--- config.mk ---
export PLATFORM = sky130hd
export DESIGN_NAME = spqws_stats
export DESIGN_NICKNAME = d
export VERILOG_FILES = /design/src/rtl/spqws_pkg.sv /design/src/rtl/spqws_stats.sv
export SDC_FILE = /design/constraint.sdc
export NUM_CORES = 1
export LEC_CHECK = 0
export BUFFER_PORTS_ARGS = -buffer_cell sky130_fd_sc_hd__buf_2
export CAP_MARGIN = 15
export CORE_MARGIN = 1.5
export CORE_UTILIZATION = 40
export DETAILED_ROUTE_END_ITERATION = 7
export HOLD_SLACK_MARGIN = 0.12
export PLACE_DENSITY = 0.74
export SLEW_MARGIN = 40
export SYNTH_ARGS = -nofsm -noshare
export SYNTH_HDL_FRONTEND = slang
export SYNTH_SLANG_ARGS = --single-unit
--- constraint.sdc ---
create_clock -name clk_i -period 8.8 [get_ports clk_i]
set_input_delay 1.32 -clock clk_i [delete_from_list [all_inputs] [get_ports clk_i]]
set_output_delay 1.32 -clock clk_i [all_outputs]
set_load 0.05 [all_outputs]
--- src/rtl/spqws_pkg.sv ---
// Shared types and constants of the stable priority queue with wait statistics.
// No dependencies; used by every module of the block.
package spqws_pkg;

  localparam int unsigned DefQueueDepth = 64;
  localparam int unsigned SevW          = 4;
  localparam int unsigned IdW           = 16;
  localparam int unsigned TimeW         = 32;
  localparam int unsigned OccW          = 7;
  localparam int unsigned InDataW       = 56;
  localparam int unsigned OutDataW      = 128;
  localparam int unsigned InPackedW     = SevW + IdW + TimeW;
  localparam int unsigned OutPackedW    = IdW + SevW + 3 * TimeW + OccW;

  typedef enum logic {
    OP_INSERT = 1'b0,
    OP_REMOVE = 1'b1
  } op_e;

  typedef enum logic [1:0] {
    ST_OK    = 2'd0,
    ST_FULL  = 2'd1,
    ST_EMPTY = 2'd2
  } status_e;

  // One stored item
  typedef struct packed {
    logic [IdW-1:0]   id;
    logic [SevW-1:0]  sev;
    logic [TimeW-1:0] t_in;
  } entry_t;

  // Classified request from the front end
  typedef struct packed {
    op_e              op;
    logic [SevW-1:0]  sev;
    logic [IdW-1:0]   id;
    logic [TimeW-1:0] now;
  } req_t;

  // Result of the queue operation, before statistics
  typedef struct packed {
    status_e          status;
    logic             served;
    logic [IdW-1:0]   id;
    logic [SevW-1:0]  sev;
    logic [TimeW-1:0] wait_time;
    logic [OccW-1:0]  occupancy;
  } exec_t;

  // Complete result item
  typedef struct packed {
    status_e          status;
    logic [IdW-1:0]   id;
    logic [SevW-1:0]  sev;
    logic [TimeW-1:0] wait_time;
    logic [TimeW-1:0] total_wait;
    logic [TimeW-1:0] total_served;
    logic [OccW-1:0]  occupancy;
  } result_t;

endpackage

--- src/rtl/spqws_stats.sv ---
// Back end statistics: running wait sum and served count, and the output
// register toward the result channel. Depends on spqws_pkg.
module spqws_stats
  import spqws_pkg::*;
(
  input  logic    clk_i,
  input  logic    rst_ni,
  input  logic    ex_valid_i,
  output logic    ex_ready_o,
  input  exec_t   ex_i,
  output logic    out_valid_o,
  input  logic    out_ready_i,
  output result_t out_o
);

  logic [TimeW-1:0] total_wait_q, total_wait_d;
  logic [TimeW-1:0] total_served_q, total_served_d;
  logic             out_valid_q;
  result_t          out_q;
  logic             adv;

  assign ex_ready_o = !out_valid_q || out_ready_i;
  assign adv        = ex_valid_i && ex_ready_o;

  // Fold a served item into the totals
  always_comb begin
    total_wait_d   = total_wait_q;
    total_served_d = total_served_q;
    if (ex_i.served) begin
      total_wait_d   = total_wait_q + ex_i.wait_time;
      total_served_d = total_served_q + TimeW'(1);
    end
  end

  always_ff @(posedge clk_i or negedge rst_ni) begin
    if (!rst_ni) begin
      total_wait_q   <= '0;
      total_served_q <= '0;
      out_valid_q    <= 1'b0;
    end else begin
      if (adv) begin
        total_wait_q   <= total_wait_d;
        total_served_q <= total_served_d;
        out_valid_q    <= 1'b1;
      end else if (out_ready_i) begin
        out_valid_q <= 1'b0;
      end
    end
  end

  always_ff @(posedge clk_i) begin
    if (adv) begin
      out_q.status       <= ex_i.status;
      out_q.id           <= ex_i.id;
      out_q.sev          <= ex_i.sev;
      out_q.wait_time    <= ex_i.wait_time;
      out_q.total_wait   <= total_wait_d;
      out_q.total_served <= total_served_d;
      out_q.occupancy    <= ex_i.occupancy;
    end
  end

  assign out_valid_o = out_valid_q;
  assign out_o       = out_q;

  assert property (@(posedge clk_i) disable iff (!rst_ni)
                   (adv && !ex_i.served) |=> $stable(total_served_q))
    else $error("served count moved without a served item");
  assert property (@(posedge clk_i) disable iff (!rst_ni)
                   (adv && ex_i.served) |=>
                   (total_served_q == $past(total_served_q) + TimeW'(1)))
    else $error("served item not counted");
  assert property (@(posedge clk_i) disable iff (!rst_ni)
                   (adv && ex_i.served) |-> (ex_i.status == ST_OK))
    else $error("served item with failing status");

endmodule

==> impl_metrics.csv <==
group,metric,value,unit
worst_setup_path,crit_path_top_delay_cell,"fa_1",
drt,first_pass_iters,5,
logic_synthesis,synthesis.instances,715,
logic_synthesis,syn_nets,814,
worst_setup_path,r2r_end,"out_o[67]",
timing,timing.fmax,247.2,MHz
drt,drtAntennaViolNets,0,
worst_hold_path,hold_start,"total_served_q[31]",
power,total_power,3.315,mW
logic_synthesis,yosys_most_used_dff,"edfxtp_1",
worst_setup_path,crit_start,"ex_i[7]",
worst_setup_path,crit_fanout,4,
floorplan,initial_utilization,0.4094,
timing,clock_skew,0.01090,ns
place,hpwl,13100,µm
worst_hold_path,hold_path_end,"total_served_q[31]",
place,finalWeightedCongestion,0.8691,
cts,h-tree-depth,4,
drt,first_iter_violations,378,
logic_synthesis,avgSynthCellArea,12.53,µm²
floorplan,core,0.02189,mm²
cts,cts.hold.buffers_added,0,
worst_setup_path,cp.buffers_inverters,1,
power,p_int,2.017,mW
power,combPwrFrac,0.395,
drt,finalWirelength,19290,µm
finish,layout.nets,1004,
cts,numCtsBuffers,17,
floorplan,die_y,152.7,µm
logic_synthesis,synth_cell_type_count,59,
floorplan,die_x,152.7,µm
global_routing,grt_pass1_wl,31110,µm
worst_setup_path,ff2ff_setup_slack,5.37,ns
cts,postCtsSetupRepairBufs,0,
power,pwr-share-seq,0.375,
finish,area_growth,20.76,%
global_routing,overflow,0,
timing,tightest_slew,0.8008,ns
cts,cts_buffer_depth,2,
timing,grt_setup_unrepaired,"false",
cts,cts_sinks,190,
cts,cts_tree,"yes",
cts,root_buffer,"clkbuf_16",
drt,wire_per_inst,16.09,µm
cts,cts_resized,0,
drt,drc_errors,0,
timing,hold_viol,0,
global_routing,grt_pass1_vias,6019,
worst_setup_path,crit_chain,"buf_2 > ha_1 > fa_1 > a21o_1 > a221oi_2 > o221ai_2 > a41o_1 > o311a_4 > o211a_1 > o2111ai_1 > nand3_1",
power,switchingPower,1.298,mW
timing,finalCriticalPeriod,4.045,ns
run_status,outcome,"finished, final reports clean",
global_routing,track_usage,0.1671,
timing,setup_tns,0,ns
timing,setup_viol,0,
floorplan,num_io_pins,193,
power,powerDensity,306.4,mW/mm²
logic_synthesis,yosysWarnings,0,
finish,final_cells,1199,
logic_synthesis,ys_seq_area_frac,0.6004,
worst_setup_path,crit_family,"compound AO/OA/AOI/OAI gates",
power,p_sw_frac,0.3915,
power,p_leak,4.838,nW
worst_setup_path,r2r-start,"total_wait_q[0]",
floorplan,num_rows,54,
drt,m1WireLength,8652,µm
timing,max-slew-margin-rel,0.4642,
logic_synthesis,synth_edf_count,125,
global_routing,antenna_found_initial,1,
floorplan,die_area,0.02331,mm²
place,numPortBuffers,192,
drt,dr_wl_met2,9435,µm
drt,vias_per_cell,5.141,
worst_setup_path,endpoint_kind,"flop",
drt,wl_met3,1050,µm
place,dp.cells,1166,
worst_setup_path,slowest_delay,0.42,ns
timing,slew_violations,0,
worst_setup_path,cp-start-kind,"input pin",
worst_setup_path,crit_arrival,4.22,ns
drt,vias,6164,
job,cap_violations,0,
worst_setup_path,path_class,"input pin to flop",
finish,drive_gt1_frac,0.3039,
logic_synthesis,synth.cell_area,0.008961,mm²
power,ir_drop,0.0001336,V
worst_setup_path,cp.required,8.97,ns
worst_hold_path,whs_path_depth,1,
worst_setup_path,ff2ff_path_depth,10,
cts,clk_pin_slew,0.07,ns
timing,min_period_over_period,0.4596,
logic_synthesis,async_flop_share,0.3421,
power,power_frac_clock,0.230,
logic_synthesis,synth_seq_cells,190,
global_routing,grt_max_degree,86,
drt,highest_layer,"met4",
cts,clk_latency,0.43,ns
worst_hold_path,min_path_type,"flop to flop",
-- Yosys cell counts (2+ instances only) --
library cell / number / area share
mux2_2: 37 / 0.046
ha_1: 32 / 0.045
nand4_1: 12 / 0.0084
or3_1: 2 / 0.0014
o21ai_1: 7 / 0.0039
nor2_1: 37 / 0.015
o2111ai_1: 2 / 0.0020
nand2_1: 91 / 0.038
o21bai_1: 2 / 0.0017
a31oi_1: 6 / 0.0042
a22oi_1: 3 / 0.0025
mux2i_1: 3 / 0.0034
xor2_1: 47 / 0.046
nor2b_1: 3 / 0.0021
nand2b_1: 5 / 0.0035
or4_1: 5 / 0.0042
and3_1: 16 / 0.011
nor3_2: 2 / 0.0022
and2_1: 3 / 0.0021
dfrtp_1: 65 / 0.18
a221o_1: 2 / 0.0022
a211oi_1: 2 / 0.0017
nor4_1: 2 / 0.0014
xnor2_1: 41 / 0.040
inv_1: 7 / 0.0029
a21oi_1: 38 / 0.021
a21o_1: 15 / 0.013
nand4b_1: 3 / 0.0029
o21ai_0: 11 / 0.0061
o31ai_1: 4 / 0.0034
o211ai_1: 7 / 0.0059
nand3_1: 19 / 0.011
edfxtp_1: 125 / 0.42
clkbuf_1: 25 / 0.010
nand3_2: 2 / 0.0022
nor3_1: 8 / 0.0045
a41o_1: 2 / 0.0022
-- stage by stage --
step	instance area, µm²	utilization	hold slack, ns	setup WS (ns)
CTS	10820	0.4942	0.4924	4.764
finish	10820	0.4943	0.4846	4.755
global route	10820	0.4942	0.5092	4.604
floorplan	8961	-	0.4607	2.376
detailed placement	10230	0.4672	0.4797	4.308
global placement	10220	0.4669	0.4747	4.358
-- cell families (layout without fill, tap and decap cells) --
| family | count (synthesis) | count (layout) | synth area share |
|---|---|---|---|
| simple gates | 216 | 216 | 0.1183 |
| flops | 190 | 190 | 0.6004 |
| compound gates | 113 | 113 | 0.08378 |
| xor+xnor | 88 | 88 | 0.08601 |
| mux | 40 | 40 | 0.04985 |
| buf+inv | 35 | 238 | 0.01480 |
| fa+ha+maj | 33 | 33 | 0.04691 |
| other cells | 0 | 1 | 0 |
-- sequential cells by signal, indices dropped and copies added (netlist names) --
| name | flops |
|---|---|
| out_o | 125 |
| total_served_q | 32 |
| total_wait_q | 32 |
| out_valid_o | 1 |
-- worst register-to-register path, delay by kind of cell, from the launching register on --
family / cells / cell delay (ns)
AO/OA/AOI/OAI: 7 / 2.05
adder cells (fa/ha/maj): 2 / 0.64
flip-flops: 1 / 0.39
AND/OR/NAND/NOR: 1 / 0.09
-- per-layer routing --
| metal | vias to the layer above | global-route usage |
|---|---|---|
| li1 | 3000 | - |
| met2 | 171 | 0.2804 |
| met5 | - | 0 |
| met4 | 0 | 0.03526 |
| met1 | 2981 | 0.2188 |
| met3 | 12 | 0.04295 |
-- power by group through the flow --
stage               Sequential [mW]  Combinational (mW)  Clock (mW)
global route                   1.26                1.44       0.820
global placement               1.26                1.27           0
detailed placement             1.26                1.30           0
CTS                            1.24                1.31       0.784
finish                         1.24                1.31       0.761
floorplan                      1.51               0.772           0
-- how the worst max path moves through the flow --
stage                     cells after the start  slack, ns                  to
after floorplan                               6       2.38  total_served_q[19]
after global placement                       11       4.36           out_o[67]
after detailed placement                     11       4.31           out_o[67]
after CTS                                    11       4.76           out_o[67]
after global routing                         11       4.60           out_o[67]
final                                        11       4.76           out_o[67]
-- placed cells by master (no fill, tap or decap), types with 3 or more instances in the layout --
| cell type | synthesis | final |
|---|---|---|
| buf_4 | 0 | 4 |
| a21o_1 | 15 | 15 |
| clkinv_8 | 0 | 5 |
| a31oi_1 | 6 | 6 |
| a22oi_1 | 3 | 3 |
| o21ai_0 | 11 | 11 |
| nand4b_1 | 3 | 3 |
| nand4_1 | 12 | 12 |
| o211ai_1 | 7 | 7 |
| xnor2_1 | 41 | 41 |
| ha_1 | 32 | 32 |
| xor2_1 | 47 | 47 |
| inv_6 | 0 | 7 |
| nor2_1 | 37 | 37 |
| o21ai_1 | 7 | 7 |
| o31ai_1 | 4 | 4 |
| buf_2 | 1 | 192 |
| nand3_1 | 19 | 19 |
| nor3_1 | 8 | 8 |
| nor2b_1 | 3 | 3 |
| mux2_2 | 37 | 37 |
| and3_1 | 16 | 16 |
| dfrtp_1 | 65 | 65 |
| a21oi_1 | 38 | 38 |
| nand2_1 | 91 | 91 |
| mux2i_1 | 3 | 3 |
| and2_1 | 3 | 3 |
| inv_1 | 7 | 6 |
| clkbuf_16 | 0 | 17 |
| or4_1 | 5 | 5 |
| edfxtp_1 | 125 | 125 |
| nand2b_1 | 5 | 5 |
-- layout make-up --
| class | count | area [µm²] |
|---|---|---|
| Fill cell | 1980 | 11070 |
| Sequential cell | 190 | 5380 |
| Multi-Input combinational cell | 490 | 3448 |
| Timing Repair Buffer | 198 | 1013 |
| Clock buffer | 18 | 429.2 |
| Tap cell | 280 | 350.3 |
| Clock inverter | 14 | 162.7 |
| Inverter | 8 | 35.03 |
| Antenna cell | 1 | 2.502 |
Power figures use the tool's default switching activity.
