`config.mk`:
```
export PLATFORM = sky130hd
export DESIGN_NAME = spqws_front
export DESIGN_NICKNAME = d
export VERILOG_FILES = /design/src/rtl/spqws_pkg.sv /design/src/rtl/spqws_front.sv
export SDC_FILE = /design/constraint.sdc
export NUM_CORES = 1
export LEC_CHECK = 0
export BUFFER_PORTS_ARGS = -buffer_cell sky130_fd_sc_hd__buf_2
export CAP_MARGIN = 15
export CELL_PAD_IN_SITES_DETAIL_PLACEMENT = 0
export CELL_PAD_IN_SITES_GLOBAL_PLACEMENT = 1
export CORE_ASPECT_RATIO = 1.5
export CORE_MARGIN = 4
export CORE_UTILIZATION = 40
export DETAILED_ROUTE_END_ITERATION = 6
export PLACE_DENSITY = 0.8
export REMOVE_ABC_BUFFERS = 1
export SLEW_MARGIN = 15
export SYNTH_ARGS = -nofsm -noshare
export SYNTH_HDL_FRONTEND = slang
export SYNTH_SLANG_ARGS = --single-unit
```
`constraint.sdc`:
```
create_clock -name clk_i -period 4.05 [get_ports clk_i]
set_input_delay 0.2025 -clock clk_i [delete_from_list [all_inputs] [get_ports clk_i]]
set_output_delay 0.2025 -clock clk_i [all_outputs]
set_load 0.02 [all_outputs]
```
`src/rtl/spqws_pkg.sv`:
```
// Shared types and constants of the stable priority queue with wait statistics.
// No dependencies; used by every module of the block.
package spqws_pkg;

  localparam int unsigned DefQueueDepth = 64;
  localparam int unsigned SevW          = 4;
  localparam int unsigned IdW           = 16;
  localparam int unsigned TimeW         = 32;
  localparam int unsigned OccW          = 7;
  localparam int unsigned InDataW       = 56;
  localparam int unsigned OutDataW      = 128;
  localparam int unsigned InPackedW     = SevW + IdW + TimeW;
  localparam int unsigned OutPackedW    = IdW + SevW + 3 * TimeW + OccW;

  typedef enum logic {
    OP_INSERT = 1'b0,
    OP_REMOVE = 1'b1
  } op_e;

  typedef enum logic [1:0] {
    ST_OK    = 2'd0,
    ST_FULL  = 2'd1,
    ST_EMPTY = 2'd2
  } status_e;

  // One stored item
  typedef struct packed {
    logic [IdW-1:0]   id;
    logic [SevW-1:0]  sev;
    logic [TimeW-1:0] t_in;
  } entry_t;

  // Classified request from the front end
  typedef struct packed {
    op_e              op;
    logic [SevW-1:0]  sev;
    logic [IdW-1:0]   id;
    logic [TimeW-1:0] now;
  } req_t;

  // Result of the queue operation, before statistics
  typedef struct packed {
    status_e          status;
    logic             served;
    logic [IdW-1:0]   id;
    logic [SevW-1:0]  sev;
    logic [TimeW-1:0] wait_time;
    logic [OccW-1:0]  occupancy;
  } exec_t;

  // Complete result item
  typedef struct packed {
    status_e          status;
    logic [IdW-1:0]   id;
    logic [SevW-1:0]  sev;
    logic [TimeW-1:0] wait_time;
    logic [TimeW-1:0] total_wait;
    logic [TimeW-1:0] total_served;
    logic [OccW-1:0]  occupancy;
  } result_t;

endpackage

```
`src/rtl/spqws_front.sv`:
```
// Front end: accepts request transfers, decodes them and buffers them in a
// two-entry queue. Depends on spqws_pkg.
module spqws_front
  import spqws_pkg::*;
(
  input  logic               clk_i,
  input  logic               rst_ni,
  input  logic               s_axis_tvalid,
  output logic               s_axis_tready,
  input  logic [InDataW-1:0] s_axis_tdata,
  input  logic               s_axis_tuser,
  output logic               req_valid_o,
  input  logic               req_ready_i,
  output req_t               req_o
);

  req_t       buf_q [2];
  logic       wr_ptr_q, wr_ptr_d;
  logic       rd_ptr_q, rd_ptr_d;
  logic [1:0] cnt_q, cnt_d;
  logic       push, pop;
  req_t       req_in;

  // Decode the transfer into a request
  always_comb begin
    req_in.op  = op_e'(s_axis_tuser);
    req_in.sev = s_axis_tdata[SevW-1:0];
    req_in.id  = s_axis_tdata[SevW +: IdW];
    req_in.now = s_axis_tdata[SevW+IdW +: TimeW];
  end

  assign s_axis_tready = (cnt_q != 2'd2);
  assign push          = s_axis_tvalid && s_axis_tready;
  assign req_valid_o   = (cnt_q != 2'd0);
  assign pop           = req_valid_o && req_ready_i;
  assign req_o         = buf_q[rd_ptr_q];

  always_comb begin
    wr_ptr_d = push ? ~wr_ptr_q : wr_ptr_q;
    rd_ptr_d = pop ? ~rd_ptr_q : rd_ptr_q;
    cnt_d    = cnt_q + 2'(push) - 2'(pop);
  end

  always_ff @(posedge clk_i or negedge rst_ni) begin
    if (!rst_ni) begin
      wr_ptr_q <= 1'b0;
      rd_ptr_q <= 1'b0;
      cnt_q    <= 2'd0;
    end else begin
      wr_ptr_q <= wr_ptr_d;
      rd_ptr_q <= rd_ptr_d;
      cnt_q    <= cnt_d;
    end
  end

  always_ff @(posedge clk_i) begin
    if (push) begin
      buf_q[wr_ptr_q] <= req_in;
    end
  end

  assert property (@(posedge clk_i) disable iff (!rst_ni) cnt_q != 2'd3)
    else $error("front queue count out of range");
  assert property (@(posedge clk_i) disable iff (!rst_ni)
                   (push && !pop) |=> (cnt_q == $past(cnt_q) + 2'd1))
    else $error("front queue count missed a push");

endmodule

```
==> results of run 1 <==
cells in the final DEF, fill, tap and decap left out:
cell,count
xor2_1,1
clkbuf_16,9
inv_1,1
nand2b_1,1
and3_2,1
nor2_4,1
bufinv_16,2
edfxtp_1,106
dfrtp_1,3
and2_4,1
ha_1,2
xnor2_1,3
mux2_2,49
buf_4,3
clkinvlp_4,2
buf_2,111
or2_1,1
dlygate4sd3_1,1
nand2_1,1
mux2_1,4
dfrtp_2,1
layout make-up:
cell class	count	share of cell area [%]
sequential	110	65.41
multi-input combinational	65	13.95
timing repair buffer	115	11.71
clock buffer	9	4.485
tap	115	2.866
clock inverter	4	1.495
inverter	1	0.07476
cells by family (layout without fill, tap and decap cells):
| logic type | Yosys count | after routing |
|---|---|---|
| DFF | 110 | 110 |
| and+or+nand+nor | 6 | 6 |
| adders and majority gates | 2 | 2 |
| xor gates and xnor gates | 4 | 4 |
| muxes | 53 | 53 |
| buffers and inverters | 7 | 129 |
what timing repair did:
item	4_1_cts	5_1_grt
hold endpoints to repair	4	0
setup buffers	0	0
hold buffers	1	0
metrics by stage:
stage,area (sq um),total power [W],setup WS (ns),utilization [%]
finish,5021,0.003767,1.605,51.24
global route,5021,0.003956,1.464,51.24
CTS,5021,0.003827,1.512,51.24
detailed placement,4711,0.002938,1.811,48.07
global placement,4711,0.002905,1.856,48.07
floorplan,3979,0.002506,0.6065,-
critical path, cell delays in order, from the launching register on:
cell     delay [ns]
dfrtp_2        1.02
buf_4          0.35
mux2_2         0.37
buf_2          0.16
metal layers:
| metal | share of wire (%) | vias up |
|---|---|---|
| li1 | - | 954 |
| met1 | 34 | 972 |
| met2 | 58 | 62 |
| met3 | 5.2 | 13 |
| met4 | 2.6 | 2 |
| met5 | 0.097 | - |
worst min path at each step:
| stage | start | end | cells after the start |
|---|---|---|---|
| 4_1_cts | s_axis_tdata[14] | buf_q[1][42]$_DFFE_PP_ | 1 |
| 5_1_grt | s_axis_tdata[14] | buf_q[0][42]$_DFFE_PP_ | 1 |
| 3_5_place_dp | rst_ni | cnt_q[0]$_DFF_PN0_ | 1 |
| 3_3_place_gp | rst_ni | cnt_q[0]$_DFF_PN0_ | 1 |
| 2_1_floorplan | rst_ni | cnt_q[0]$_DFF_PN0_ | 0 |
| 6_report | s_axis_tdata[14] | buf_q[1][42]$_DFFE_PP_ | 1 |
power breakdown:
part | leakage (nW) | internal, W | switching (W)
clock | 0.139 | 0.000531 | 0.000357
combinational | 0.713 | 0.000485 | 0.000688
sequential | 1.03 | 0.00156 | 0.000146
total | 1.88 | 0.00258 | 0.00119
registers in the layout (all words and copies together), names as in the netlist:
name	count
buf_q	106
cnt_q	2
rd_ptr_q	1
wr_ptr_q	1
==> qor.txt, run 1 <==
1st-iter DRT viols - 81
Top-Level Pins - 116
Post-Synth XOR/XNOR Area - 0.8658%
M2 GR Usage - 24.45%
Library cells used by synthesis - 15
Clk_lat worst skew - 0.34 ns
Tmin final - 2.445 ns
DRC Markers - 0
CTS tree - yes
First-pass GRT wire length - 11,440 um
RSZ-0062 raised after global routing - false
Starting Density - 41.29%
Synth Area in Adders - 0.6184%
Final net count - 365
Root buf cell - clkbuf_16
Top-count cell post-synth - edfxtp_1
Worst EP arrival - 2.24 ns
Worst Path Required - 3.85 ns
Initial antenna violation count - 1
Compound-Gate Fraction of Synth Area - 0%
Most Crowded Layer GR - met2
Sequential area share after synthesis - 81.14%
Crit path kind - flop to output port
Synth async-reset ratio - 3.636%
Die Y - 131.2 um
Post-route ant nets - 0
Final Max Slew Viols - 0
Status - finished, final reports clean
Post-synthesis area per instance - 22.23 sq um
Crit-path max FO - 44
Yosys reg bits - 110
Dominant synthesized flop cell - edfxtp_1
Ranking of synthesized cells by area - edfxtp_1 79%, mux2_2 14%, dfrtp_1 2.5%
FILL cells - 847
Setup violators final - 0
P_leak - 1.883 nW
Worst Setup SP - rd_ptr_q$_DFFE_PN0P_
Slew headroom - 29.34%
P per Cell Area - 750.3 nW/um^2
Fin. Hold Viols - 0
Clk slew on worst S/H paths - 0.07 ns
Setup slack, reg-to-reg - 1.84 ns
Multi-input gate area - 700.7 sq um
Routability cong. - 0.6732
Gr ovfl total - 0
WL per Instance - 17.27 um
Placeable Area - 9799 sq um
HPWL after DPL - 4977 um
Fin cells - 419
DIE WIDTH - 90.12 um
Vias in the first global route - 2,238
Total GRT Usage - 12.75%
Cells after Synth - 182
Ys Warns - 0
Peak VDD IR - 614.4 uV
Met3 usage - 3.776%
Clock Path Buffers - 2
Yosys top cell area share - 78.66%
Final Skew - 0.003427 ns
Multiplexer share of the synthesized area - 14.75%
Final setup TNS - 0 ns
Post-CTS sizing - 0
Max-Cap Viols - 0
CP Capture Type - output port
Antenna Cells - 0
Post-Place Cells - 405
Largest net degree at the start of global routing - 45
Max H-tree Level - 3
DRT Pass-1 Iters - 4
Reg-to-Reg Start - cnt_q[1]$_DFF_PN0_
Critical path startpoint category - flop
FF+latch area - 3284 sq um
Met1 Resource Use GR - 12.07%
Inserted Clock Buffers - 9
Main combinational cell family by area after synthesis - multiplexers
Layout Area Growth over Synthesis - 24.09%
Routed wire length - 7238 um
Vias per cell - 4.780
Die ar. - 11,820 sq um
Commonest cells post-synth - 106 x edfxtp_1, 49 x mux2_2, 6 x buf_6
Post-Synthesis Cell Area - 4046 sq um
Worst R2R End - buf_q[0][51]$_DFFE_PP_
Crit share post-route - 60.37%
Core Rows - 44
Worst slew pin tran - 1.060 ns
Yosys top cell by area - edfxtp_1
Post-synth EDFFs - 106
DR vias - 2,003
PortBufs - 111
Clock sink count - 110
R2R cell count - 4
Critical Path Sink - req_o[28]
Hold_ws - 0.04796 ns
Layout cells sized above 1 - 59.21%
Hold Crit Class - input pin to flop
Fmax - 409.0 MHz
Simple-Gate Fraction of Synth Area - 0.8658%
Note: power is estimated with default switching activity, not from simulation.
==> run 2: changes to the inputs <==
==> constraint.sdc (replaced) <==
create_clock -name clk_i -period 2.51 [get_ports clk_i]
set_input_delay 0.1255 -clock clk_i [delete_from_list [all_inputs] [get_ports clk_i]]
set_output_delay 0.1255 -clock clk_i [all_outputs]
set_load 0.02 [all_outputs]
==> run 2 against run 1 <==
  * Global-route usage up 1.7 points
  * Register-to-register slack got worse by 1.0 ns
  * Sequential cell count unchanged
  * Critical path type unchanged
  * Wire length rose by 11%
==> qor.txt, run 2 (same netlist as run 1, synthesis figures left out) <==
RSZ-0062 raised after global routing - false
Final Skew - 0.007515 ns (+0.004088 ns)
Setup slack, reg-to-reg - 0.80 ns (-1.04 ns)
Final net count - 422 (+16%)
Max reg flops - 106 (unchanged)
CP Capture Type - output port
Critical path startpoint category - flop
HPWL after DPL - 5216 um (+4.8%)
Commonest non-fill, non-tap cell in the layout - buf_2
Final instance area - 5593 sq um (+11%)
Total GRT Usage - 14.44% (+1.7 points)
DR vias - 2,265 (+13%)
PortBufs - 111 (unchanged)
Clock sink count - 110 (unchanged)
Most frequent cells in the layout - 111 x buf_2, 106 x edfxtp_1, 54 x dlygate4sd3_1, 49 x mux2_2, 9 x clkbuf_16
Fin. Hold Viols - 0 (unchanged)
1st-iter DRT viols - 79 (-2.5%)
Clk_lat worst skew - 0.34 ns (about the same)
Layout cells sized above 1 - 50.55% (-8.7 points)
Slew headroom - 68.01% (+39 points)
Tmin final - 1.937 ns
Peak VDD IR - 607.4 uV (-1.1%)
Core Rows - 44 (unchanged)
Max H-tree Level - 3 (unchanged)
Fmax - 516.2 MHz
CP max stage cell - dfrtp_2
P_leak - 2.129 nW (+13%)
Routed wire length - 8030 um (+11%)
CTS tree - yes
Vias per cell - 4.719 (-1.3%)
Layout Area Growth over Synthesis - 38.22%
Final Worst Setup Slack - 0.5728 ns (-1.032 ns)
DRT Pass-1 Iters - 4 (unchanged)
Starting Density - 41.29% (unchanged)
Final Max Slew Viols - 0 (unchanged)
DIE WIDTH - 90.12 um (unchanged)
Vias in the first global route - 2,614 (+17%)
Gr ovfl total - 0 (unchanged)
Top-Level Pins - 116 (unchanged)
Initial antenna violation count - 1 (unchanged)
Routability cong. - 0.6984 (+3.7%)
Cell Chain, Critical Path - buf_4, mux2_2, buf_2
Crit-path max FO - 20 (-55%)
Placeable Area - 9799 sq um (unchanged)
Worst slew pin tran - 0.4798 ns (-0.5801 ns)
Post-CTS setup buffers - 0 (unchanged)
Pre-CTS setup slack - 0.8098 ns (-1.001 ns)
FILL cells - 780 (-7.9%)
Largest net degree at the start of global routing - 28 (-38%)
Power consumption - 0.006149 W (+63%)
First-pass GRT wire length - 13,250 um (+16%)
Hold_ws - 0.07926 ns (+0.03130 ns)
Crit share post-route - 77.18%
Cell Area, Placed - 4766 sq um (+1.2%)
Hold Crit Class - input pin to flop
Root buf cell - clkbuf_16
Die Y - 131.2 um (unchanged)
Worst Path Required - 2.38 ns (-1.47 ns)
Post-route ant nets - 0 (unchanged)
Clk slew on worst S/H paths - 0.07 ns (about the same)
Setup violators final - 0 (unchanged)
P per Cell Area - 1100 nW/um^2 (+47%)
Clock Path Buffers - 2 (unchanged)
Die ar. - 11,820 sq um (unchanged)
Inserted Clock Buffers - 9 (unchanged)
WL per Instance - 16.73 um (-3.2%)
DRC Markers - 0 (unchanged)
Worst stage delay on the critical path - 0.67 ns (-0.35 ns)
Post-Place Cells - 409 (+0.99%)
Fin cells - 480 (+15%)
Crit path buf inv count - 2 (unchanged)
Top flop regs - buf_q x106, cnt_q x2
Crit path kind - flop to output port
Max-Cap Viols - 0 (unchanged)
Biggest register - buf_q
Status - finished, final reports clean
Delay-heaviest family, CP - flip-flops
Worst EP arrival - 1.81 ns (-0.43 ns)
## run 2: final timing paths
kind,cells past startpoint,startpoint,to
worst max-delay path,3,rd_ptr_q$_DFFE_PN0P_,req_o[33]
worst min-delay path,3,req_ready_i,rd_ptr_q$_DFFE_PN0P_
worst max register to register,7,cnt_q[1]$_DFF_PN0_,cnt_q[1]$_DFF_PN0_
worst min register to register,1,wr_ptr_q$_DFFE_PN0N_,wr_ptr_q$_DFFE_PN0N_
max in group asynchronous,2,rst_ni,rd_ptr_q$_DFFE_PN0P_
min in group asynchronous,2,rst_ni,wr_ptr_q$_DFFE_PN0N_
## run 2: metrics by stage
step                      utilization (%)  TNS [ns]
after global placement              48.63         0
after CTS                           57.05         0
after detailed placement            48.63         0
after floorplan                         -    -49.47
after global routing                57.07         0
final                               57.07         0
## run 2: layout make-up
| class | instances | area (sq um) | share of cell area [%] |
|---|---|---|---|
| diodes | 1 | 2.502 | 0.04474 |
| clock buffers | 12 | 236.5 | 4.228 |
| clock inverters | 4 | 47.55 | 0.8501 |
| inverters | 1 | 3.754 | 0.06711 |
| multi-input cells | 65 | 700.7 | 12.53 |
| flip-flops and latches | 110 | 3284 | 58.72 |
| well taps | 115 | 143.9 | 2.573 |
| repair buffers | 172 | 1174 | 20.98 |
## run 2: tightest hold or removal path, stage by stage
cell    delay, ns
buf_2        0.07
and2_4       0.13
xor2_1       0.05
## run 2: repair_timing
| action | in CTS | in global routing |
|---|---|---|
| resized for setup | 0 | 0 |
| hold buffers | 54 | 0 |
| hold endpoints to repair | 110 | 0 |
## run 2: layer usage
metal	vias up	routed length (um)	GRT usage, %
met3	14	319	4.291
met2	61	4756	28.07
li1	1066	-	-
met5	-	0	0
met4	0	240	7.155
met1	1124	2713	13.28
## run 2: report_power, final
part / internal (W) / leakage (nW) / switching, W
sequential: 0.00251 / 1.03 / 0.000164
clock: 0.000771 / 0.137 / 0.000580
combinational: 0.000902 / 0.963 / 0.00122
